[src/rtl/ins_pkg.sv]
// ----------------------------------------------------------------------------
// ins_pkg
// Shared types and constants for the insertion sorter and its cells.
// ----------------------------------------------------------------------------
package ins_pkg;

   localparam int unsigned DEPTH_DEFAULT = 16;
   localparam int unsigned VALUE_W       = 32;

   // input word
   typedef struct packed {
      logic signed [VALUE_W-1:0] value;
      logic                      last;
   } req_word_type;

   // result word
   typedef struct packed {
      logic signed [VALUE_W-1:0] value_res;
      logic                      last_res;
      logic                      overflow;
   } rsp_word_type;

   // per-cell control from the top level
   typedef struct packed {
      logic insert;    // insert the broadcast value this cycle
      logic drain;     // shift the chain one place towards cell 0
      logic occupied;  // cell index below the fill count
      logic at_fill;   // cell index equals the fill count
   } cell_ctrl_type;

endpackage

[src/rtl/ins_cell.sv]
// ----------------------------------------------------------------------------
// ins_cell
// One entry of the sorted chain: compares its value with the broadcast
// value, then keeps, takes the new value, or takes a neighbour's value.
// ----------------------------------------------------------------------------
module ins_cell (
   input  logic                                clock,
   input  ins_pkg::cell_ctrl_type              ctrl,
   input  logic signed [ins_pkg::VALUE_W-1:0]  new_value,
   input  logic signed [ins_pkg::VALUE_W-1:0]  left_value,
   input  logic                                left_gt,
   input  logic signed [ins_pkg::VALUE_W-1:0]  right_value,
   output logic signed [ins_pkg::VALUE_W-1:0]  value,
   output logic                                gt
);

   logic signed [ins_pkg::VALUE_W-1:0] value_ff;
   logic signed [ins_pkg::VALUE_W-1:0] value_in;

   // stored entry strictly greater than the new value (equal values stay put)
   assign gt = ctrl.occupied && (value_ff > new_value);

   // next entry value
   always_comb begin
      value_in = value_ff;
      if (ctrl.drain) begin
         value_in = right_value;
      end else if (ctrl.insert) begin
         if (left_gt) begin
            value_in = left_value;
         end else if (gt || ctrl.at_fill) begin
            value_in = new_value;
         end
      end
   end

   always_ff @(posedge clock) begin
      value_ff <= value_in;
   end

   assign value = value_ff;

endmodule

[src/rtl/insertion_sorter.sv]
// ----------------------------------------------------------------------------
// insertion_sorter
// Stable ascending insertion sort over a chain of DEPTH cells.
// ----------------------------------------------------------------------------
// Throughput: one word taken per cycle while a run is being loaded, and
// inserted while not full. After the word marked last, the stored words
// drain one word per cycle from cell 0 while the output is not stalled;
// no input is taken then. The first result passes the state register and
// then the output register. Reset: synchronous; clears fill count, overflow
// flag and output valid. Cell contents are not reset and count as empty.
module insertion_sorter #(
   parameter int unsigned DEPTH = ins_pkg::DEPTH_DEFAULT
) (
   input  logic                  clock,
   input  logic                  reset,
   input  logic                  req_valid,
   output logic                  req_ready,
   input  ins_pkg::req_word_type req_word,
   output logic                  rsp_valid,
   input  logic                  rsp_ready,
   output ins_pkg::rsp_word_type rsp_word
);

   localparam int unsigned CNT_W = $clog2(DEPTH + 1);

   localparam logic ST_LOAD  = 1'b0;
   localparam logic ST_DRAIN = 1'b1;

   logic                 state_ff, state_in;
   logic [CNT_W-1:0]     count_ff, count_in;
   logic                 ovf_ff, ovf_in;
   logic                 rsp_valid_ff, rsp_valid_in;
   ins_pkg::rsp_word_type rsp_word_ff, rsp_word_in;

   logic req_take;
   logic full;
   logic do_insert;
   logic do_drain;

   logic signed [ins_pkg::VALUE_W-1:0] cell_value [DEPTH];
   logic                               cell_gt    [DEPTH];

   assign req_ready = (state_ff == ST_LOAD);
   assign req_take  = req_valid && req_ready;
   assign full      = (count_ff == CNT_W'(DEPTH));
   assign do_insert = req_take && !full;
   assign do_drain  = (state_ff == ST_DRAIN) && (!rsp_valid_ff || rsp_ready);

   // cell chain
   for (genvar i = 0; i < DEPTH; i++) begin : g_cell
      ins_pkg::cell_ctrl_type             ctrl;
      logic signed [ins_pkg::VALUE_W-1:0] left_v;
      logic                               left_g;
      logic signed [ins_pkg::VALUE_W-1:0] right_v;

      assign ctrl.insert   = do_insert;
      assign ctrl.drain    = do_drain;
      assign ctrl.occupied = (CNT_W'(i) < count_ff);
      assign ctrl.at_fill  = (CNT_W'(i) == count_ff);

      if (i == 0) begin : g_first
         assign left_v = cell_value[0];
         assign left_g = 1'b0;
      end else begin : g_mid
         assign left_v = cell_value[i-1];
         assign left_g = cell_gt[i-1];
      end

      if (i == DEPTH - 1) begin : g_end
         assign right_v = cell_value[i];
      end else begin : g_inner
         assign right_v = cell_value[i+1];
      end

      ins_cell u_cell (
         .clock       (clock),
         .ctrl        (ctrl),
         .new_value   (req_word.value),
         .left_value  (left_v),
         .left_gt     (left_g),
         .right_value (right_v),
         .value       (cell_value[i]),
         .gt          (cell_gt[i])
      );
   end

   // run control and output register
   always_comb begin
      state_in     = state_ff;
      count_in     = count_ff;
      ovf_in       = ovf_ff;
      rsp_valid_in = rsp_valid_ff;
      rsp_word_in  = rsp_word_ff;

      if (rsp_valid_ff && rsp_ready) begin
         rsp_valid_in = 1'b0;
      end

      unique case (state_ff)
         ST_LOAD: begin
            if (req_take) begin
               if (full) begin
                  ovf_in = 1'b1;
               end else begin
                  count_in = count_ff + CNT_W'(1);
               end
               if (req_word.last) begin
                  state_in = ST_DRAIN;
               end
            end
         end
         ST_DRAIN: begin
            if (do_drain) begin
               rsp_valid_in          = 1'b1;
               rsp_word_in.value_res = cell_value[0];
               rsp_word_in.last_res  = (count_ff == CNT_W'(1));
               rsp_word_in.overflow  = ovf_ff;
               count_in              = count_ff - CNT_W'(1);
               if (count_ff == CNT_W'(1)) begin
                  state_in = ST_LOAD;
                  ovf_in   = 1'b0;
               end
            end
         end
         default: begin
            state_in = ST_LOAD;
         end
      endcase
   end

   always_ff @(posedge clock) begin
      if (reset) begin
         state_ff     <= ST_LOAD;
         count_ff     <= '0;
         ovf_ff       <= 1'b0;
         rsp_valid_ff <= 1'b0;
      end else begin
         state_ff     <= state_in;
         count_ff     <= count_in;
         ovf_ff       <= ovf_in;
         rsp_valid_ff <= rsp_valid_in;
      end
      rsp_word_ff <= rsp_word_in;
   end

   assign rsp_valid = rsp_valid_ff;
   assign rsp_word  = rsp_word_ff;

endmodule

[config.mk]
export PLATFORM = sky130hd
export DESIGN_NAME = insertion_sorter
export DESIGN_NICKNAME = d
export VERILOG_FILES = /design/src/rtl/ins_pkg.sv /design/src/rtl/ins_cell.sv /design/src/rtl/insertion_sorter.sv
export SDC_FILE = /design/constraint.sdc
export NUM_CORES = 2
export LEC_CHECK = 0
export ABC_AREA = 0
export BUFFER_PORTS_ARGS = -buffer_cell sky130_fd_sc_hd__buf_2
export CAP_MARGIN = 20
export CORE_AREA = 2 2 347 263
export CTS_CLUSTER_DIAMETER = 100
export CTS_CLUSTER_SIZE = 20
export DETAILED_ROUTE_END_ITERATION = 12
export DIE_AREA = 0 0 349 265
export GPL_ROUTABILITY_DRIVEN = 1
export PLACE_DENSITY = 0.69
export SYNTH_ARGS = -nofsm -noshare
export SYNTH_HDL_FRONTEND = slang
export SYNTH_SLANG_ARGS = --single-unit
[constraint.sdc]
create_clock -name clock -period 18.9 [get_ports clock]
set_clock_uncertainty 0.2 [all_clocks]
set_input_delay 1.89 -clock clock [delete_from_list [all_inputs] [get_ports clock]]
set_output_delay 1.89 -clock clock [all_outputs]
set_load 0.01 [all_outputs]
**Yosys cells after proc, flatten, opt, wreduce, memory -nomap -nowiden**

Cells that the tools add are included.

- Bits in registers: 554
- Output and inout bits: 36
- Logic and storage cells: 235

- Add/subtract/negate cells: 2
- $lt $le $gt $ge: 32
- Equality and inequality tests: 22
- Muxes and demuxes: 78
- Bitwise operators: 2
- Reductions and logical operators: 76

Operator list:

| operator | count |
|---|---|
| $mux 32 | 61 |
| $gt 32x32->1 | 16 |
| $reduce_bool 3->1 | 14 |
| $eq 4x5->1 const A | 8 |
| $lt 4x5->1 const A | 8 |
| $reduce_and 2->1 | 16 |
| $eq 3x5->1 const A | 4 |
| $logic_and 1x1->1 | 20 |
| $lt 3x5->1 const A | 4 |
| $logic_or 1x1->1 | 17 |
| $mux 5 | 3 |
| $mux 1 | 11 |
| $eq 2x5->1 const A | 2 |
| $lt 1x5->1 const A | 2 |
| $lt 2x5->1 const A | 2 |
| $pmux 5 s2 | 1 |
| $ne 2x1->1 const B | 4 |
| $reduce_and 3->1 | 2 |
| $reduce_bool 2->1 | 3 |
| $add 5x1->5 const B | 1 |
| $eq 1x5->1 const A | 1 |
| $eq 5x1->1 const B | 1 |
| $eq 5x5->1 const B | 1 |
| $logic_not 5->1 | 1 |
| other kinds (6) | 9 |

**Logic depth before layout (Yosys ltp)**

- Depth after elaboration: 7
- Depth in mapped cells: 12
- Mapped depth without buffers: 9

**Modules after synthesis**

Synthesis repeated with hierarchy kept, for this count alone.

- Cells, all modules: 4337
- Area, all modules: 41608.7 um2

Modules (own cells, without submodules):

| module | times used | cells each | area each (um2) |
|---|---|---|---|
| ins_cell | 16 | 262 | 2487.4 |
| insertion_sorter | 1 | 145 | 1810.5 |

**Worst setup path after synthesis**

No wires, ideal clock.

- Path type: input to register
- From: in req_word[31] (netlist name)
- To: reg g_cell[0].u_cell.value_ff, in the netlist g_cell[0].u_cell.value[0], enable pin
- Library setup time: 0.533 ns
- Data arrival time: 7.601 ns
- Data required time: 18.167 ns
- Slack: 10.566 ns
- Cell stages on the path: 9
- Buffers on the path: 2
- Path through: inv_1 ha_1 a21oi_1 nand2_1 a221o_1 o311a_1 clkbuf_1 clkbuf_1 o311ai_0

- Longest elaborated chain between the ends: 5

Ends and longest elaborated chain:

| element | RTL line | RTL |
|---|---|---|
| from (decl) | insertion_sorter.sv:18 | `input ins_pkg::req_word_type req_word,` |
| $gt 32x32->1 | ins_cell.sv:21 | `assign gt = ctrl.occupied && (value_ff > new_value);` |
| $logic_and 1x1->1 | ins_cell.sv:21 |  |
| $logic_or 1x1->1 | ins_cell.sv:31 | `end else if (gt \|\| ctrl.at_fill) begin` |
| $reduce_bool 2->1 (no line) | n/a |  |
| $reduce_and 2->1 (no line) | n/a |  |
| to (signal assigned) | ins_cell.sv:38 | `value_ff <= value_in;` |
| to (decl) | ins_cell.sv:17 | `logic signed [ins_pkg::VALUE_W-1:0] value_ff;` |

Every way passes these cells.
A chain may end at the register's enable or synchronous reset.

**Worst setup path in the final report**

- From: in req_word[27] (netlist name)
- To: reg g_cell[13].u_cell.value_ff, in the netlist g_cell[13].u_cell.value[31], data pin

- Longest elaborated chain between the ends: 5

Ends and longest elaborated chain:

| element | RTL line | RTL |
|---|---|---|
| $gt 32x32->1 | ins_cell.sv:21 |  |
| $logic_and 1x1->1 | ins_cell.sv:21 |  |
| $mux 32 | ins_cell.sv:29 | `if (left_gt) begin` |
| $mux 32 | ins_cell.sv:28 | `end else if (ctrl.insert) begin` |
| $mux 32 | ins_cell.sv:26 | `if (ctrl.drain) begin` |
| named net g_cell[13].u_cell.value_in, one bit | ins_cell.sv:18 | `logic signed [ins_pkg::VALUE_W-1:0] value_in;` |
| to (signal assigned) | ins_cell.sv:38 |  |
| to (decl) | ins_cell.sv:17 |  |

The timed path passes the listed nets, and every way through them passes these cells. The select of a mux whose other input is x is not followed.

==> results.md <==
* Ratio of final minimum period to clock period at 0.357
* TritonCTS clock tree: yes
* GR Util All Layers at 0.266
* Unrepaired setup endpoints after global routing: false
* Reg-to-Reg Start: g_cell[0].u_cell.value[27]
* Crit path DAT at 6.92 ns
* Cells along the critical path: buf_2 > inv_1 > ha_1 > nand4_1 > nor4_1 > o31a_1 > or3_1 > buf_4 > a21o_1 > buf_4 > o221ai_1
* Core ar. at 0.0890 mm2
* Global-route wire length before repair at 194,000 um
* Final weighted congestion in routability-driven placement at 0.919
* Layout cells sized above 1 at 0.0789
* Number of enable flip-flop cells after synthesis at 546
* Number of global-route vias before repair at 32.1k
* Total setup buffers inserted after CTS at 0
* Critical-path cell with the highest stage delay: sky130_fd_sc_hd__nor4_1
* Clock Sinks at 554
* Crit path capture: g_cell[13].u_cell.value[31]
* Leakage at 16.4 nW
* Slew of the pin with the lowest slew margin at between 1 and 1.5 ns
* Synth async-reset ratio at 0
* Net count of the mapped netlist at 4,600
* Number of warnings printed during yosys synthesis at 0
* Critical Path Most Common Cell: sky130_fd_sc_hd__buf_4
* Final setup vio count at 0
* Antenna-violating nets left at 0
* Seq/Total Area, Yosys at 0.415
* Clock insertion delay at the later pin of the skew report at approximately 0.66 ns
* Stages on the worst setup path at 11
* Worst-path fanout max at 19
* R2R setup slack at between 10 and 15 ns
* Worst Setup End Kind: flop
* Setup Total Neg Slack at 0 ns
* Die span in x at 349 um
* Endpoint of the worst-slack reg-to-reg timing path: g_cell[1].u_cell.value[6]
* Mean post-synth cell area at 9.85 um2
* Grt total ovfl at 0
* Required time worst endpoint at 19.07 ns
* Initial antenna violation count at 4
* Pwr Density at between 90 and 100 mW/mm2
* Number of flip-flops and latches in the synthesized netlist at 554
* Die height at 265 um
* Overall power after layout at approximately 3.9 mW
* DRC violation count after routing at 0
* Initial DRC Count at 4,479
* Number of pins with negative max-slew slack in the final report at 0
* Post-Syn Area at 0.0399 mm2
* Type of the worst setup path: input port to flop
* Cells on worst reg2reg path at 8
* Pre-antenna DRT Iters at 6
* Result of the run: finished clean
* Wire length reported by the detailed router at 127,000 um
* Leading register cell type out of synthesis: sky130_fd_sc_hd__edfxtp_1
* Kind of path behind the tightest hold check: flop to flop
* Final worst path period need at 6.75 ns
* Max-cap viol count at 0
* Half-perimeter wire length of the detailed placement result at 91,800 um
* Final net count at 4,486
* Maximum number of buffers from clock root to sink at 3
* CTS resizes at 0
* Total clock buffers created by CTS at 31
* Worst slew slack as a fraction of its limit at 0.186
* Critical Path Max Stage Delay at 0.87 ns
* DR vias/cell at 6.78
* Number of placed I/O pins at 73
* DR vias at 34.7k
* Site Rows at 95
* Initial core utilization at 0.448
* Worst path bufs/invs at 4
* Startpoint of the worst setup timing path: req_word[27]
* Maximum number of pins on one net before global-route repair at approximately 210
* I/O Buffers at 72
* Area Overhead vs Synth at 6.27%
* Number of distinct standard cells referenced by the synthesized netlist at 75
* Number of fill cells at 8,232
* Final-report hold violation count at 0
* Instance count of the mapped netlist at 4,046
* Cell family with most CP delay: simple AND/OR/NAND/NOR gates
* Total Die Area at ~0.09 mm2
* Root Buffer: sky130_fd_sc_hd__clkbuf_16
* Clock-pin slew reported for the worst setup and hold paths after clock tree synthesis at 0.10 ns
* Maximum clock frequency at 0.148 GHz
* Type of element launching the critical path: input port
* Maximum VDD drop at approximately 0.076 mV
* CTS hold repair buffers at 0
* Total number of H-tree levels at 1
* Per-cell routed wire length at approximately 25 um
-- cell usage in the layout, fill, tap and decap left out, drive strengths merged, types with 69 or more instances in the layout --
| master | Yosys | routed |
|---|---|---|
| edfxtp | 546 | 546 |
| ha | 517 | 517 |
| nor2 | 84 | 84 |
| a21oi | 263 | 263 |
| nand3 | 240 | 240 |
| buf | 53 | 160 |
| and3 | 96 | 96 |
| inv | 68 | 69 |
| a221o | 71 | 71 |
| nand2 | 542 | 542 |
| o21ai | 266 | 266 |
| mux2i | 130 | 130 |
| nand4 | 442 | 442 |
-- worst reg2reg max path, cell delays in order (launching register included) --
cell                       delay (ns)
sky130_fd_sc_hd__edfxtp_1        0.44
sky130_fd_sc_hd__ha_1            0.35
sky130_fd_sc_hd__nand4_1         0.31
sky130_fd_sc_hd__nor4_1          1.02
sky130_fd_sc_hd__o31ai_1         0.40
sky130_fd_sc_hd__o311a_1         0.55
sky130_fd_sc_hd__buf_4           0.38
sky130_fd_sc_hd__or2_2           0.65
sky130_fd_sc_hd__a31o_2          0.40
-- state kept, by name, summed over array words and instances (netlist names) --
register and cells:
count_ff 5, g_cell.u_cell.value 512, ovf_ff 1, rsp_valid 1, rsp_word 34, state_ff 1
-- cells in the mapped netlist, types with 5 or more instances --
master,instances,share of area
sky130_fd_sc_hd__and2_1,6,0.00094
sky130_fd_sc_hd__buf_2,28,0.0035
sky130_fd_sc_hd__mux2_2,31,0.0088
sky130_fd_sc_hd__buf_4,13,0.0024
sky130_fd_sc_hd__buf_1,8,0.00075
sky130_fd_sc_hd__and3_1,92,0.014
sky130_fd_sc_hd__ha_1,517,0.16
sky130_fd_sc_hd__nor3_1,14,0.0018
sky130_fd_sc_hd__nand2b_1,12,0.0019
sky130_fd_sc_hd__nand4_1,442,0.069
sky130_fd_sc_hd__nand2_1,542,0.051
sky130_fd_sc_hd__nand3b_1,5,0.00094
sky130_fd_sc_hd__inv_1,68,0.0064
sky130_fd_sc_hd__nor2b_1,18,0.0028
sky130_fd_sc_hd__a221oi_1,14,0.0031
sky130_fd_sc_hd__a31oi_1,51,0.0080
sky130_fd_sc_hd__a2111oi_0,6,0.0013
sky130_fd_sc_hd__a21boi_0,5,0.00094
sky130_fd_sc_hd__edfxtp_1,546,0.41
sky130_fd_sc_hd__a221o_1,71,0.018
sky130_fd_sc_hd__a22oi_1,6,0.0011
sky130_fd_sc_hd__dfxtp_1,8,0.0040
sky130_fd_sc_hd__o211ai_1,23,0.0043
sky130_fd_sc_hd__a21o_1,16,0.0030
sky130_fd_sc_hd__mux2i_1,130,0.033
sky130_fd_sc_hd__o31a_1,6,0.0013
sky130_fd_sc_hd__o21ai_1,18,0.0023
sky130_fd_sc_hd__o221ai_1,32,0.0070
sky130_fd_sc_hd__a211oi_1,17,0.0032
sky130_fd_sc_hd__or4_1,14,0.0026
sky130_fd_sc_hd__nand3_1,240,0.030
sky130_fd_sc_hd__a31o_2,34,0.0075
sky130_fd_sc_hd__a21oi_1,261,0.033
sky130_fd_sc_hd__o21a_1,9,0.0017
sky130_fd_sc_hd__or3_1,15,0.0024
sky130_fd_sc_hd__o21ai_0,248,0.031
sky130_fd_sc_hd__nor2_1,84,0.0079
sky130_fd_sc_hd__clkbuf_1,254,0.024
sky130_fd_sc_hd__a2111o_1,6,0.0017
sky130_fd_sc_hd__or2_2,9,0.0014
sky130_fd_sc_hd__nor4_1,18,0.0028
sky130_fd_sc_hd__o31ai_1,37,0.0070
-- logic make-up after synthesis --
group | after synthesis | share of synthesized area
flip-flops | 554 | 0.415
buffers and inverters | 376 | 0.0383
AND/OR/NAND/NOR | 1532 | 0.195
adder cells (fa/ha/maj) | 517 | 0.162
AO/OA/AOI/OAI | 903 | 0.147
XOR/XNOR | 3 | 0.000659
multiplexers | 161 | 0.0414
-- final cells by class --
cell class	count	area, um2	area share
Timing Repair Buffer	160	1140	0.0270
Inverter	69	267	0.00629
Multi-Input combinational cell	3116	22000	0.521
Tap cell	1164	1460	0.0344
Sequential cell	554	16600	0.391
Clock inverter	1	8.76	0.000207
Clock buffer	56	870	0.0205
Antenna cell	2	5.00	0.000118
-- metrics by stage --
step	setup slack (ns)	hold slack [ns]	utilization	cells	instance area, um2
after floorplan	10.57	0.209	-	4046	39900
after global placement	11.69	0.256	0.464	5053	41300
after detailed placement	11.59	0.269	0.464	5057	41300
after CTS	12.33	0.291	0.474	5114	42200
after global routing	12.04	0.298	0.476	5120	42300
final	12.15	0.285	0.476	5122	42400
-- power breakdown --
part	switching, mW	internal [mW]
combinational	0.861	0.448
sequential	0.165	1.63
clock	0.436	0.312
-- worst min path at each step --
stage / startpoint / endpoint / slack [ns] / depth (start not counted)
6_report: g_cell[0].u_cell.value[0] / rsp_word[2] / 0.28 / 0
5_1_grt: g_cell[0].u_cell.value[0] / rsp_word[2] / 0.30 / 0
4_1_cts: g_cell[0].u_cell.value[0] / rsp_word[2] / 0.29 / 0
3_5_place_dp: g_cell[0].u_cell.value[0] / rsp_word[2] / 0.27 / 0
3_3_place_gp: g_cell[0].u_cell.value[0] / rsp_word[2] / 0.26 / 0
2_1_floorplan: ovf_ff / rsp_word[0] / 0.21 / 0
-- per-layer routing --
metal  vias to the layer above  part of all wire  global-route usage
met5                         -           0.00016                   0
met4                         4             0.014              0.0426
met3                       139              0.13              0.0695
met2                      2070              0.40               0.361
met1                     16868              0.45               0.421
li1                      15654                 -                   -
Power figures use the tool's default switching activity.
